<file path="src/rtl/hht_pkg.sv">
// Package for the hopscotch hash table block.
// Holds default sizes, the register reset value, result codes and sequencer states.
// No dependencies.
package hht_pkg;

    localparam int DEF_BUCKET_BITS  = 10;
    localparam int DEF_NEIGHBORHOOD = 8;
    localparam int DEF_ITEM_WIDTH   = 32;

    localparam int          WORD_W     = 32;
    localparam int          IDX_W      = 11;
    localparam int          POS_W      = 6;
    localparam int          GATHER_PER = 4;
    localparam logic [31:0] MASK_RESET = 32'd1023;

    typedef enum logic [1:0] {
        ST_OK   = 2'd0,
        ST_MISS = 2'd1,
        ST_FULL = 2'd2,
        ST_ZERO = 2'd3
    } status_t;

    typedef enum logic [3:0] {
        S_CLEAR,
        S_IDLE,
        S_HASH,
        S_NB_RD,
        S_NB_CHK,
        S_SCAN_RD,
        S_SCAN_CHK,
        S_DISP,
        S_BK_RD,
        S_BK_CHK,
        S_MV_RD,
        S_MV_WR,
        S_FAIL,
        S_PLACE_RD,
        S_PLACE_WR
    } state_t;

endpackage

</file>
<file path="src/rtl/hht_pext.sv">
// Iterative parallel bit extract: gathers the masked bits of a word into a home index.
// Four mask bits per cycle, from bit 0 upwards. Uses hht_pkg.
module hht_pext
    import hht_pkg::*;
#(
    parameter int BUCKET_BITS = DEF_BUCKET_BITS
)
(
    input  logic                   clk,
    input  logic                   rst_n,
    input  logic                   start,
    input  logic [WORD_W-1:0]      mask,
    input  logic [WORD_W-1:0]      word,
    output logic                   done,
    output logic [BUCKET_BITS-1:0] index
);

    localparam int STEPS  = WORD_W / GATHER_PER;
    localparam int STEP_W = $clog2(STEPS);

    logic                   run_reg, run_next;
    logic                   done_reg, done_next;
    logic [STEP_W-1:0]      step_reg, step_next;
    logic [POS_W-1:0]       pos_reg, pos_next;
    logic [BUCKET_BITS-1:0] idx_reg, idx_next;
    logic [WORD_W-1:0]      mask_reg, mask_next;
    logic [WORD_W-1:0]      word_reg, word_next;

    always_ff @(posedge clk or negedge rst_n)
    begin
        if (!rst_n)
        begin
            run_reg  <= 1'b0;
            done_reg <= 1'b0;
            step_reg <= '0;
        end
        else
        begin
            run_reg  <= run_next;
            done_reg <= done_next;
            step_reg <= step_next;
        end
    end

    always_ff @(posedge clk)
    begin
        pos_reg  <= pos_next;
        idx_reg  <= idx_next;
        mask_reg <= mask_next;
        word_reg <= word_next;
    end

    always_comb
    begin
        logic [POS_W-1:0]       p;
        logic [BUCKET_BITS-1:0] x;
        logic [4:0]             b;
        run_next  = run_reg;
        done_next = 1'b0;
        step_next = step_reg;
        pos_next  = pos_reg;
        idx_next  = idx_reg;
        mask_next = mask_reg;
        word_next = word_reg;
        p = pos_reg;
        x = idx_reg;
        for (int k = 0; k < GATHER_PER; k++)
        begin
            b = 5'({step_reg, 2'(k)});
            if (mask_reg[b])
            begin
                if (word_reg[b])
                    x = x | (BUCKET_BITS'(1) << p);
                p = p + POS_W'(1);
            end
        end
        if (start)
        begin
            run_next  = 1'b1;
            step_next = '0;
            pos_next  = '0;
            idx_next  = '0;
            mask_next = mask;
            word_next = word;
        end
        else if (run_reg)
        begin
            pos_next  = p;
            idx_next  = x;
            step_next = step_reg + STEP_W'(1);
            if (step_reg == STEP_W'(STEPS - 1))
            begin
                run_next  = 1'b0;
                done_next = 1'b1;
            end
        end
    end

    assign done  = done_reg;
    assign index = idx_reg;

endmodule

</file>
<file path="config.mk">
export PLATFORM = sky130hd
export DESIGN_NAME = hht_pext
export DESIGN_NICKNAME = d
export VERILOG_FILES = /design/src/rtl/hht_pkg.sv /design/src/rtl/hht_pext.sv
export SDC_FILE = /design/constraint.sdc
export NUM_CORES = 1
export LEC_CHECK = 0
export BUFFER_PORTS_ARGS = -buffer_cell sky130_fd_sc_hd__buf_2
export CAP_MARGIN = 10
export CORE_UTILIZATION = 49
export CTS_CLUSTER_DIAMETER = 120
export DETAILED_ROUTE_END_ITERATION = 6
export HOLD_SLACK_MARGIN = 0.03
export PLACE_DENSITY = 0.78
export SYNTH_ARGS = -nofsm -noshare
export SYNTH_HDL_FRONTEND = slang
export SYNTH_SLANG_ARGS = --single-unit
</file>
<file path="constraint.sdc">
create_clock -name clk -period 4.2 [get_ports clk]
set_input_delay 0.21 -clock clk [delete_from_list [all_inputs] [get_ports clk]]
set_output_delay 0.21 -clock clk [all_outputs]
set_load 0.05 [all_outputs]
</file>
Word-level counts from Yosys, hierarchy flattened
Cells that the tools add are included.
{"block": "classes", "muxes": 36, "n_reduce_logical": 1, "eq_ne": 1, "n_shift": 4, "order_cmp": 4, "bitwise": 4, "addsub": 5}
{"op": "$mux 10", "n": 8}
{"op": "$or 10x10->10", "n": 4}
{"op": "$shl 1x6->10 const A", "n": 4}
{"op": "$add 6x1->6 const B", "n": 4}
{"op": "$bmux 1 s3", "n": 8}
{"op": "$lt 5x6->1 const B", "n": 4}
{"op": "$mux 6", "n": 4}
{"op": "$mux 1", "n": 14}
{"op": "$mux 3", "n": 2}
{"op": "$add 3x1->3 const B", "n": 1}
{"op": "$eq 3x3->1 const B", "n": 1}
{"op": "$reduce_bool 2->1", "n": 1}
{"block": "totals", "input_bits": 67, "register_bits": 85, "out_inout_bits": 11}

Depth between registers and ports, before layout
Gate-level depths: netlist of the first run.
{"block": "logic_depth", "depth_word": 13, "ltp_mapped": 18, "mapped_depth_nobuf": 17}

Least setup slack after synthesis of the first run
Ideal clock, no wire load.
{"block": "synth_path", "path_kind": "register to register", "start": "register step_reg[0]", "end": "register pos_reg[5]", "arrival_time_ns": 3.563, "setup_time_ns": 0.092, "t_required_ns": 4.108, "path_slack_ns": 0.545, "period_less_slack_ns": 3.655, "n_path_buf": 1, "stages_incl_launch_ff": 17, "cell_sequence": "dfrtp_1 > buf_6 > mux2i_2 > a22o_4 > o21ai_1 > and2_1 > inv_1 > ha_1 > nor3_1 > a31oi_4 > ha_1 > nor2b_1 > xnor3_2 > nand4b_4 > a21o_1 > o211a_1 > nor4_1"}
{"block": "synth_between", "elab_chain_len": 9}
{"item": "start, declared", "line_no": "hht_pext.sv:23", "rtl": "logic [STEP_W-1:0] step_reg, step_next;"}
{"item": "start signal, assigned", "line_no": "hht_pext.sv:41", "rtl": "step_reg <= step_next;"}
{"item": "$bmux 1 s3", "line_no": "hht_pext.sv:70", "rtl": "if (mask_reg[b])"}
{"item": "$mux 1 (not written as such)", "line_no": "hht_pext.sv:70"}
{"item": "$mux 6", "line_no": "hht_pext.sv:70"}
{"item": "$add 6x1->6", "line_no": "hht_pext.sv:74", "rtl": "p = p + POS_W'(1);"}
{"item": "$mux 6", "line_no": "hht_pext.sv:70"}
{"item": "$add 6x1->6", "line_no": "hht_pext.sv:74"}
{"item": "$mux 6", "line_no": "hht_pext.sv:70"}
{"item": "$add 6x1->6", "line_no": "hht_pext.sv:74"}
{"item": "$mux 6 (*)", "line_no": "hht_pext.sv:70"}
{"item": "end signal, assigned", "line_no": "hht_pext.sv:47", "rtl": "pos_reg <= pos_next;"}
{"item": "end, declared", "line_no": "hht_pext.sv:24", "rtl": "logic [POS_W-1:0] pos_reg, pos_next;"}
Every way passes the cells marked *; elsewhere a longest branch is shown, timed or not. The select of a mux whose other input is x is not followed.
A chain may end at the register's enable or synchronous reset.

Worst setup path in the final report of the first run
{"block": "layout_path", "start": "register step_reg[0]", "end": "register idx_reg[6] (netlist: index[6])"}
{"block": "layout_between", "elab_chain_len": 13}
{"item": "branches (longest 12 deep; another with $add 6x1->6)"}
{"item": "$mux 10 (*)", "line_no": "hht_pext.sv:70"}
{"item": "end signal, assigned", "line_no": "hht_pext.sv:48", "rtl": "idx_reg <= idx_next;"}
{"item": "end, declared", "line_no": "hht_pext.sv:25", "rtl": "logic [BUCKET_BITS-1:0] idx_reg, idx_next;"}
Every way passes the cells marked *. The select of a mux whose other input is x is not followed.

==> results of run 1 <==
-- cell usage in the layout, fill, tap and decap left out, types with 3 or more instances in the layout --
cell type / synthesis / layout
nand3b_1: 4 / 4
nand3_1: 15 / 14
o21ai_0: 14 / 14
and3_1: 5 / 5
a211oi_2: 8 / 8
xnor2_1: 10 / 9
dfrtp_1: 5 / 4
or3_1: 3 / 3
edfxtp_1: 64 / 64
clkbuf_8: 0 / 9
mux2i_1: 12 / 11
nor4_1: 6 / 6
xnor2_2: 3 / 4
a21o_1: 3 / 3
and2_1: 6 / 6
nand2_1: 18 / 18
a211oi_1: 7 / 7
dlygate4sd3_1: 0 / 51
ha_1: 6 / 6
nor3_1: 9 / 7
dfxtp_1: 16 / 16
nand4_1: 9 / 9
a41oi_1: 3 / 3
nor2_1: 34 / 34
buf_4: 3 / 8
a31oi_1: 9 / 9
inv_1: 14 / 14
o31ai_1: 4 / 4
a21oi_1: 7 / 7
mux4_2: 8 / 8
buf_2: 1 / 76
-- worst max-delay path by stage --
| stage | from | endpoint |
|---|---|---|
| 3_3_place_gp | step_reg[0] | index[6] |
| 5_1_grt | step_reg[0] | index[6] |
| 4_1_cts | step_reg[0] | pos_reg[5] |
| 6_report | step_reg[0] | index[6] |
| 3_5_place_dp | step_reg[0] | pos_reg[5] |
| 2_1_floorplan | step_reg[0] | pos_reg[5] |
-- through the flow --
| stage | hold WS [ns] | cells |
|---|---|---|
| 2_1_floorplan | -0.0856 | 385 |
| 3_3_place_gp | 0.0447 | 578 |
| 3_5_place_dp | 0.0514 | 578 |
| 4_1_cts | 0.0301 | 630 |
| 5_1_grt | 0.0263 | 645 |
| 6_report | 0.0327 | 645 |
-- layout make-up --
type	instances	area (µm²)	share of cell area (%)
Sequential cell	85	2370	39.7
Multi-Input combinational cell	265	2230	37.3
Timing Repair Buffer	135	951	15.9
Tap cell	129	161	2.71
Clock buffer	9	124	2.08
Clock inverter	6	71.3	1.20
Inverter	16	60.1	1.01
-- critical path: stages, from the launching register on --
cell       delay, ns
dfrtp_2         0.49
mux2_4          0.35
o2bb2ai_4       0.26
o21ai_2         0.13
and2_1          0.19
inv_1           0.08
ha_1            0.18
inv_1           0.04
or3_1           0.41
o21bai_1        0.25
nand2_1         0.28
nor4_1          0.16
nor4_2          0.51
nand4_1         0.22
a221oi_2        0.29
-- logic make-up (layout without fill, tap and decap cells) --
family | count (synthesis) | in the layout | synth area share (%)
buffers and inverters | 35 | 166 | 3.55
AO/OA/AOI/OAI | 86 | 86 | 15.6
adder cells (fa/ha/maj) | 6 | 6 | 1.59
multiplexers | 29 | 29 | 9.41
AND/OR/NAND/NOR | 126 | 126 | 14.8
XOR/XNOR | 18 | 18 | 4.85
flip-flops | 85 | 85 | 50.2
-- timing repair --
action | CTS | global route
buffers inserted | 0 | 1
hold buffers | 37 | 14
setup endpoints to repair | 0 | 13
resized for setup | 0 | 9
endpoints found under the hold margin | 41 | 14
-- routing by layer --
metal | vias up | global-route usage, % | part of all wire, % | routed length [µm]
li1 | 1759 | - | - | -
met1 | 1829 | 30.5 | 40 | 5020
met2 | 205 | 43.2 | 50 | 6270
met3 | 43 | 4.25 | 6.3 | 782
met4 | 0 | 10.5 | 3.4 | 428
met5 | - | 0 | 0 | 0
-- power by group through the flow --
stage                     combinational, mW  clock [mW]  sequential [mW]
after floorplan                       0.998           0             1.18
after global placement                 1.40           0             1.10
after detailed placement               1.42           0             1.11
after CTS                              1.45       0.598             1.09
after global routing                   1.62       0.634             1.11
final                                  1.51       0.602             1.10
==> flow_metrics.tcl, run 1 <==
set metrics [dict create \
    netlist_area_um2 4720 \
    n_fill_cell 691 \
    num_vias 3836 \
    slew_headroom_pct 29.7 \
    finalCritPeriodShare_pct 93.8 \
    drive_gt1_share_pct 29.5 \
    start_util_pct 50.8 \
    power_switching_mw 1.34 \
    synth_area_leaders "edfxtp_1, dfxtp_1, mux4_2" \
    ys_types 81 \
    setup_ws_ns 0.260 \
    yosysMostFrequentCell "edfxtp_1" \
    p_int_mw 1.87 \
    die-width_um 100 \
    dr.pass1.iters 5 \
    power.share.clock_pct 18.8 \
    dp_hpwl_um 8070 \
    ir_worst_vdd_uv 258 \
    hp-start "mask[24]" \
    antenna_found_initial 0 \
    worst_pin_slew_ns 1.05 \
    dieHeight_um 100 \
    reg2reg_slack_ns 0.26 \
    postSynth.asyncResetShare_pct 5.88 \
    power_density_nw_per_um2 539 \
    whs_path_depth 1 \
    wire_per_inst_um 19.4 \
    hold_path_end "mask_reg[24]" \
    cts_tree "built" \
    avgViaCountPerCell 5.95 \
    port_buffers 77 \
    ys.flop_type "edfxtp_1" \
    final.min_clock_period_ns 3.94 \
    rr_endpoint "index[6]" \
    ys_ff_latch 85 \
    required_ns 4.48 \
    drt_wl_total_um 12500 \
    crit_path_max_fanout 6 \
    hp-class "primary input to flip-flop" \
    arrival_ns 4.22 \
    yosysWarnings 0 \
    syn2layout_area_growth_pct 26.3 \
    diodes 0 \
    grt_max_degree 85 \
    cap_violations 0 \
    synth_cells 385 \
    total_power_mw 3.21 \
    synth-edff-count 64 \
    synthTopCellsByCount "edfxtp_1, nor2_1, nand2_1" \
    outcome "completed" \
    critPathLaunchType "flip-flop" \
    drcViolationCount 0 \
    finalNetCount 585 \
    path_clk_slew_ns 0.10 \
    synth_fp_nets 458 \
    placed_cell_area_um2 5210 \
    switching_share_pct 41.8 \
    ff2ff_path_depth 14 \
    slew_viol_final 0 \
    cts_buffer_depth 2 \
    r2r-start "step_reg[0]" \
    dieArea_um2 10000 \
    setup_viol 0 \
    crit_path_end_kind "flip-flop" \
    numCtsBuffers 9 \
    cts-root-buf "clkbuf_8" \
    fmax_mhz 254 \
    cts_max_level 3 \
    grt_overflow_total 0 \
    synth_area_leader_cell "edfxtp_1" \
    synth_top_area_share_pct 40.7 \
    grt_pass1_wl_um 18700 \
    clk_latency_ns 0.36 \
    routabilityCongestion 0.936 \
    pre_cts_ws_ns 0.174 \
    drtIter0Drc 331 \
    rsz0062_at_grt "false" \
    hold_violations 0 \
    finish.instance_area_um2 5960 \
    yosysSeqAreaShare_pct 50.2 \
    setup_tns_ns 0 \
    utilization_pct 64.2 \
    finClkSkew_ns 0.0137 \
    numClockSinks 85 \
    p_leak_nw 2.29 \
    comb_power_share_pct 47.1 \
    synth.avg_cell_area_um2 12.3 \
    p_seq_share_pct 34.2 \
    grt_util_all_layers_pct 24.8 \
    ant_nets 0 \
    core_um2 9280 \
    num_rows 35 \
    path_class "flip-flop to flip-flop" \
    pin_count 78 \
    grt_pass1_vias 3679 \
]
No activity file was read; power rests on OpenSTA's default activity.
==> run 2: changes to the inputs <==
- ABC_AREA: not set -> 1
- HOLD_SLACK_MARGIN: 0.03 -> not set
==> flow_metrics.tcl, run 2 <==
set metrics [dict create \
    path_clk_slew_ns 0.10 \
    cap_violations 0 \
    synth_top_area_share_pct 42.2 \
    yosysMostFrequentCell "nand2_1" \
    yosysWarnings 0 \
    worst_pin_slew_ns 0.974 \
    critPathLaunchType "flip-flop" \
    fmax_mhz 299 \
    dieArea_um2 9690 \
    stdcell_count 700 \
    die-width_um 98.5 \
    setup_viol 0 \
    p_seq_share_pct 37.0 \
    slew_headroom_pct 34.4 \
    synth_area_leaders "edfxtp_1, nand2_1, dfxtp_1" \
    routabilityCongestion 0.968 \
    ys.flop_type "edfxtp_1" \
    numClockSinks 85 \
    power.share.clock_pct 20.8 \
    register_area_um2 2370 \
    synth_fp_nets 579 \
    cts_tree "built" \
    ant_nets 0 \
    cts_max_level 3 \
    port_buffers 77 \
    synth-edff-count 64 \
    antenna_found_initial 0 \
    p_int_mw 1.67 \
    hp-class "primary input to flip-flop" \
    grt_util_all_layers_pct 23.1 \
    arrival_ns 3.59 \
    synth.avg_cell_area_um2 9.01 \
    power_switching_mw 1.26 \
    grt_overflow_total 0 \
    rsz0062_at_grt "false" \
    finalCritPeriodShare_pct 79.5 \
    grt_pass1_vias 3713 \
    ys_ff_latch 85 \
    start_util_pct 51.5 \
    required_ns 4.45 \
    multi_input_area_um2 1930 \
    hold_violations 0 \
    mostFrequentLayoutCells "nand2_1, buf_2, nor2_1" \
    finClkSkew_ns 0.0104 \
    netlist_area_um2 4560 \
    placed_cell_area_um2 5040 \
    total_power_mw 2.93 \
    drtIter0Drc 200 \
    final_common_cell "nand2_1" \
    drcViolationCount 1 \
    drt_wl_total_um 10500 \
    synthTopCellsByCount "nand2_1, nor2_1, edfxtp_1" \
    dp_cells 683 \
    drive_gt1_share_pct 27.2 \
    synth_area_leader_cell "edfxtp_1" \
    power_density_nw_per_um2 558 \
    dp_hpwl_um 7970 \
    syn2layout_area_growth_pct 15.2 \
    finalNetCount 660 \
    ir_worst_vdd_uv 315 \
    switching_share_pct 42.9 \
    crit_path_max_fanout 11 \
    clk_latency_ns 0.35 \
    grt_pass1_wl_um 17500 \
    num_rows 34 \
    num_vias 3746 \
    postSynth.asyncResetShare_pct 5.88 \
    dieHeight_um 98.5 \
    comb_power_share_pct 42.3 \
    slew_viol_final 0 \
    grt_max_degree 69 \
    p_leak_nw 2.38 \
    yosysSeqAreaShare_pct 51.9 \
    crit_path_end_kind "flip-flop" \
    final.min_clock_period_ns 3.34 \
    n_fill_cell 779 \
    finish.instance_area_um2 5250 \
    diodes 0 \
    setup_tns_ns 0 \
    pin_count 78 \
    wire_per_inst_um 15.1 \
    core_um2 8850 \
    avgViaCountPerCell 5.35 \
    dr.pass1.iters 7 \
    outcome "finished with violations" \
    ys_types 41 \
    path_class "flip-flop to flip-flop" \
    cts-root-buf "clkbuf_8" \
    failed_checks "DRC" \
    numCtsBuffers 9 \
    synth_cells 506 \
    cts_buffer_depth 2 \
]
==> run 2: cell families (layout without fill, tap and decap cells) <==
kind of cell | after synthesis | after routing | synth area share [%]
adders and majority gates | 6 | 6 | 1.65
DFF | 85 | 85 | 51.9
buffers and inverters | 61 | 147 | 5.74
AOI/OAI and AO/OA | 65 | 65 | 8.48
xor gates and xnor gates | 5 | 5 | 0.961
and+or+nand+nor | 284 | 284 | 31.2
==> run 2: worst paths after layout <==
kind	depth (start not counted)	slack, ns	from	endpoint
worst max-delay path	19	0.86	step_reg[0]	pos_reg[4]
worst min-delay path	1	0.02	mask[25]	mask_reg[25]
worst max register to register	19	0.86	step_reg[0]	pos_reg[4]
worst min register to register	2	0.56	index[7]	index[7]
max in group asynchronous	2	3.86	rst_n	run_reg
min in group asynchronous	2	0.19	rst_n	step_reg[0]
==> run 2: power by group through the flow <==
stage,combinational [mW],clock (mW),sequential (mW)
4_1_cts,1.23,0.621,1.08
2_1_floorplan,0.845,0,1.18
3_5_place_dp,1.23,0,1.10
6_report,1.24,0.608,1.08
3_3_place_gp,1.21,0,1.10
5_1_grt,1.37,0.654,1.09
==> run 2: what timing repair did <==
action,CTS,global route
hold buffers,1,0
gates resized for setup,0,0
setup buffers,0,0
hold endpoints to repair,5,0
==> run 2: cell type report <==
cell class                      instances  share of cell area (%)
Sequential cell                        85                    45.1
Multi-Input combinational cell        360                    36.7
Timing Repair Buffer                   82                    8.10
Inverter                               49                    3.60
Tap cell                              108                    2.57
Clock buffer                            9                    2.36
Clock inverter                          7                    1.53
==> run 2: per-layer routing <==
layer	global-route usage, %	vias to the layer above	part of all wire, %
li1	-	1874	-
met5	0	-	0
met2	39.7	147	49
met3	4.26	30	5.7
met1	28.7	1695	42
met4	9.76	0	3.3
==> run 2: worst max-delay path: stages, from the launching register on <==
cell and delay [ns]:
dfrtp_1 0.57, inv_2 0.12, nand2_1 0.11, nand3_2 0.09, nand3_4 0.14, nand2_4 0.12, nand2_2 0.09, nand2_2 0.10
ha_1 0.32, nand2_1 0.07, nand2_1 0.11, ha_1 0.30, inv_1 0.04, o21ai_2 0.28, ha_1 0.23, nand2_1 0.06
nor2_1 0.14, nand3_1 0.12, xnor2_1 0.15, o22ai_1 0.08
==> run 2: per-stage QoR <==
step | hold WS [ns] | utilization [%] | setup slack (ns)
2_1_floorplan | -0.0856 | - | 1.31
6_report | 0.0249 | 59.3 | 0.861
3_5_place_dp | 0.0423 | 56.9 | 0.899
4_1_cts | 0.0132 | 59.3 | 0.863
3_3_place_gp | 0.0413 | 56.9 | 1.10
5_1_grt | 0.00573 | 59.3 | 0.591
==> run 3: changes to the inputs <==
- PLACE_DENSITY: 0.78 -> 0.81
- clock period: 4.2 -> 3 ns (I/O delays scaled with it)
==> flow_metrics.tcl, run 3 (synthesized netlist as in run 2, its figures left out) <==
set metrics [dict create \
    slew_headroom_pct 43.1 \
    cap_violations 0 \
    p_leak_nw 2.77 \
    mostFrequentLayoutCells "nand2_1, buf_2, nor2_1" \
    cts-root-buf "clkbuf_8" \
    grt_pass1_vias 4527 \
    max_stage_delay_ns 0.48 \
    drcViolationCount 0 \
    p_seq_share_pct 34.0 \
    hold_violations 0 \
    drive_gt1_share_pct 29.8 \
    syn2layout_area_growth_pct 35.2 \
    grt_max_degree 38 \
    cts_buffer_depth 2 \
    finalCritPeriodShare_pct 99.8 \
    r2r-start "step_reg[0]" \
    required_ns 3.22 \
    finClkSkew_ns 0.0113 \
    setup_ws_ns 0.00508 \
    power_switching_mw 1.96 \
    clk_latency_ns 0.36 \
    p_int_mw 2.51 \
    die-width_um 98.5 \
    power.share.clock_pct 16.9 \
    ant_nets 0 \
    worst_pin_slew_ns 0.854 \
    path_cells "inv_4 -> nand2_1 -> nand3_2 -> nand3_4 -> nand2_4 -> nand2_2 -> nand2_2 -> ha_4 -> nand2_4 -> nand2_4 -> ha_4 -> inv_1 -> o21ai_2 -> ha_2 -> nand2_2 -> nor2_2 -> nand3_1 -> xnor2_1 -> o22ai_1" \
    path_clk_slew_ns 0.09 \
    final.min_clock_period_ns 2.99 \
    hold_ws_ns 0.145 \
    grt_util_all_layers_pct 30.0 \
    outcome "completed" \
    start_util_pct 51.5 \
    fmax_mhz 334 \
    diodes 0 \
    port_buffers 77 \
    wire_per_inst_um 18.2 \
    power_density_nw_per_um2 725 \
    rr_endpoint "pos_reg[4]" \
    ir_worst_vdd_uv 368 \
    comb_power_share_pct 49.2 \
    final_common_cell "nand2_1" \
    reg2reg_slack_ns 0.005 \
    setup_viol 0 \
    dr.pass1.iters 7 \
    arrival_ns 3.22 \
    ff2ff_path_depth 19 \
    num_rows 34 \
    num_vias 4472 \
    hp-class "primary input to async pin" \
    drtIter0Drc 333 \
    cts_max_level 3 \
    cts_tree "built" \
    grt_pass1_wl_um 22200 \
    pin_count 78 \
    dieHeight_um 98.5 \
    numCtsBuffers 9 \
    antenna_found_initial 0 \
    crit_slowest_cell "dfrtp_2" \
    slew_viol_final 0 \
    finalNetCount 747 \
    crit_path_max_fanout 7 \
    routabilityCongestion 0.937 \
    avgViaCountPerCell 5.69 \
    worstSetupEndpoint "pos_reg[4]" \
    pre_cts_ws_ns 0.0307 \
    grt_overflow_total 0 \
    crit_start "step_reg[0]" \
    core_um2 8850 \
    numClockSinks 85 \
    dieArea_um2 9690 \
    path_class "flip-flop to flip-flop" \
    crit_path_end_kind "flip-flop" \
    drt_wl_total_um 14300 \
    critPathLaunchType "flip-flop" \
    dp_hpwl_um 8010 \
    switching_share_pct 43.9 \
]
==> run 3: through the flow <==
stage	area (µm²)	total power [mW]	util, %	instances	setup TNS (ns)
after floorplan	4560	2.84	-	506	0
after global placement	5110	3.28	57.8	693	0
after detailed placement	5110	3.32	57.8	693	0
after CTS	5930	4.11	67.1	773	0
after global routing	6160	4.71	69.7	786	-0.194
final	6160	4.47	69.7	786	0
==> run 3: how the worst min path moves through the flow <==
stage,endpoint,slack (ns),depth (start not counted),from
4_1_cts,step_reg[1],0.14,2,rst_n
6_report,step_reg[1],0.14,2,rst_n
5_1_grt,step_reg[2],0.15,2,rst_n
3_3_place_gp,done,-0.02,1,rst_n
2_1_floorplan,done,-0.15,0,rst_n
3_5_place_dp,done,-0.02,1,rst_n
==> run 3: repair_timing <==
item / in CTS / in global routing
setup endpoints to repair: 0 / 12
endpoints found under the hold margin: 69 / 0
buffers inserted: 0 / 13
hold buffers: 65 / 0
resized for setup: 0 / 31
==> run 3: routing by layer <==
| layer | routed length [µm] | vias up | track usage (%) | share of wire, % |
|---|---|---|---|---|
| met1 | 5170 | 2063 | 35.0 | 36 |
| li1 | - | 2041 | - | - |
| met2 | 7260 | 305 | 53.1 | 51 |
| met5 | 0 | - | 0 | 0 |
| met4 | 513 | 0 | 12.7 | 3.6 |
| met3 | 1330 | 63 | 6.88 | 9.3 |
==> run 3: power by group through the flow <==
stage,clock (mW),sequential [mW],combinational [mW]
2_1_floorplan,0,1.65,1.18
5_1_grt,0.791,1.53,2.39
3_3_place_gp,0,1.52,1.76
6_report,0.753,1.52,2.20
3_5_place_dp,0,1.53,1.79
4_1_cts,0.746,1.50,1.86
==> run 3: final cells by class <==
class	count	area (µm²)
Inverter	49	191
Tap cell	108	135
Timing Repair Buffer	169	1260
Fill cell	591	2690
Clock buffer	9	124
Multi-Input combinational cell	360	2030
Sequential cell	85	2370
Clock inverter	6	48.8
==> run 3: worst max-delay path: cells and delay by family (launching register included) <==
| family | cells | cell delay (ns) |
|---|---|---|
| and+or+nand+nor | 11 | 1.00 |
| adders and majority gates | 3 | 0.72 |
| DFF | 1 | 0.48 |
| AOI/OAI and AO/OA | 2 | 0.30 |
| xor gates and xnor gates | 1 | 0.23 |
| buffers and inverters | 2 | 0.16 |
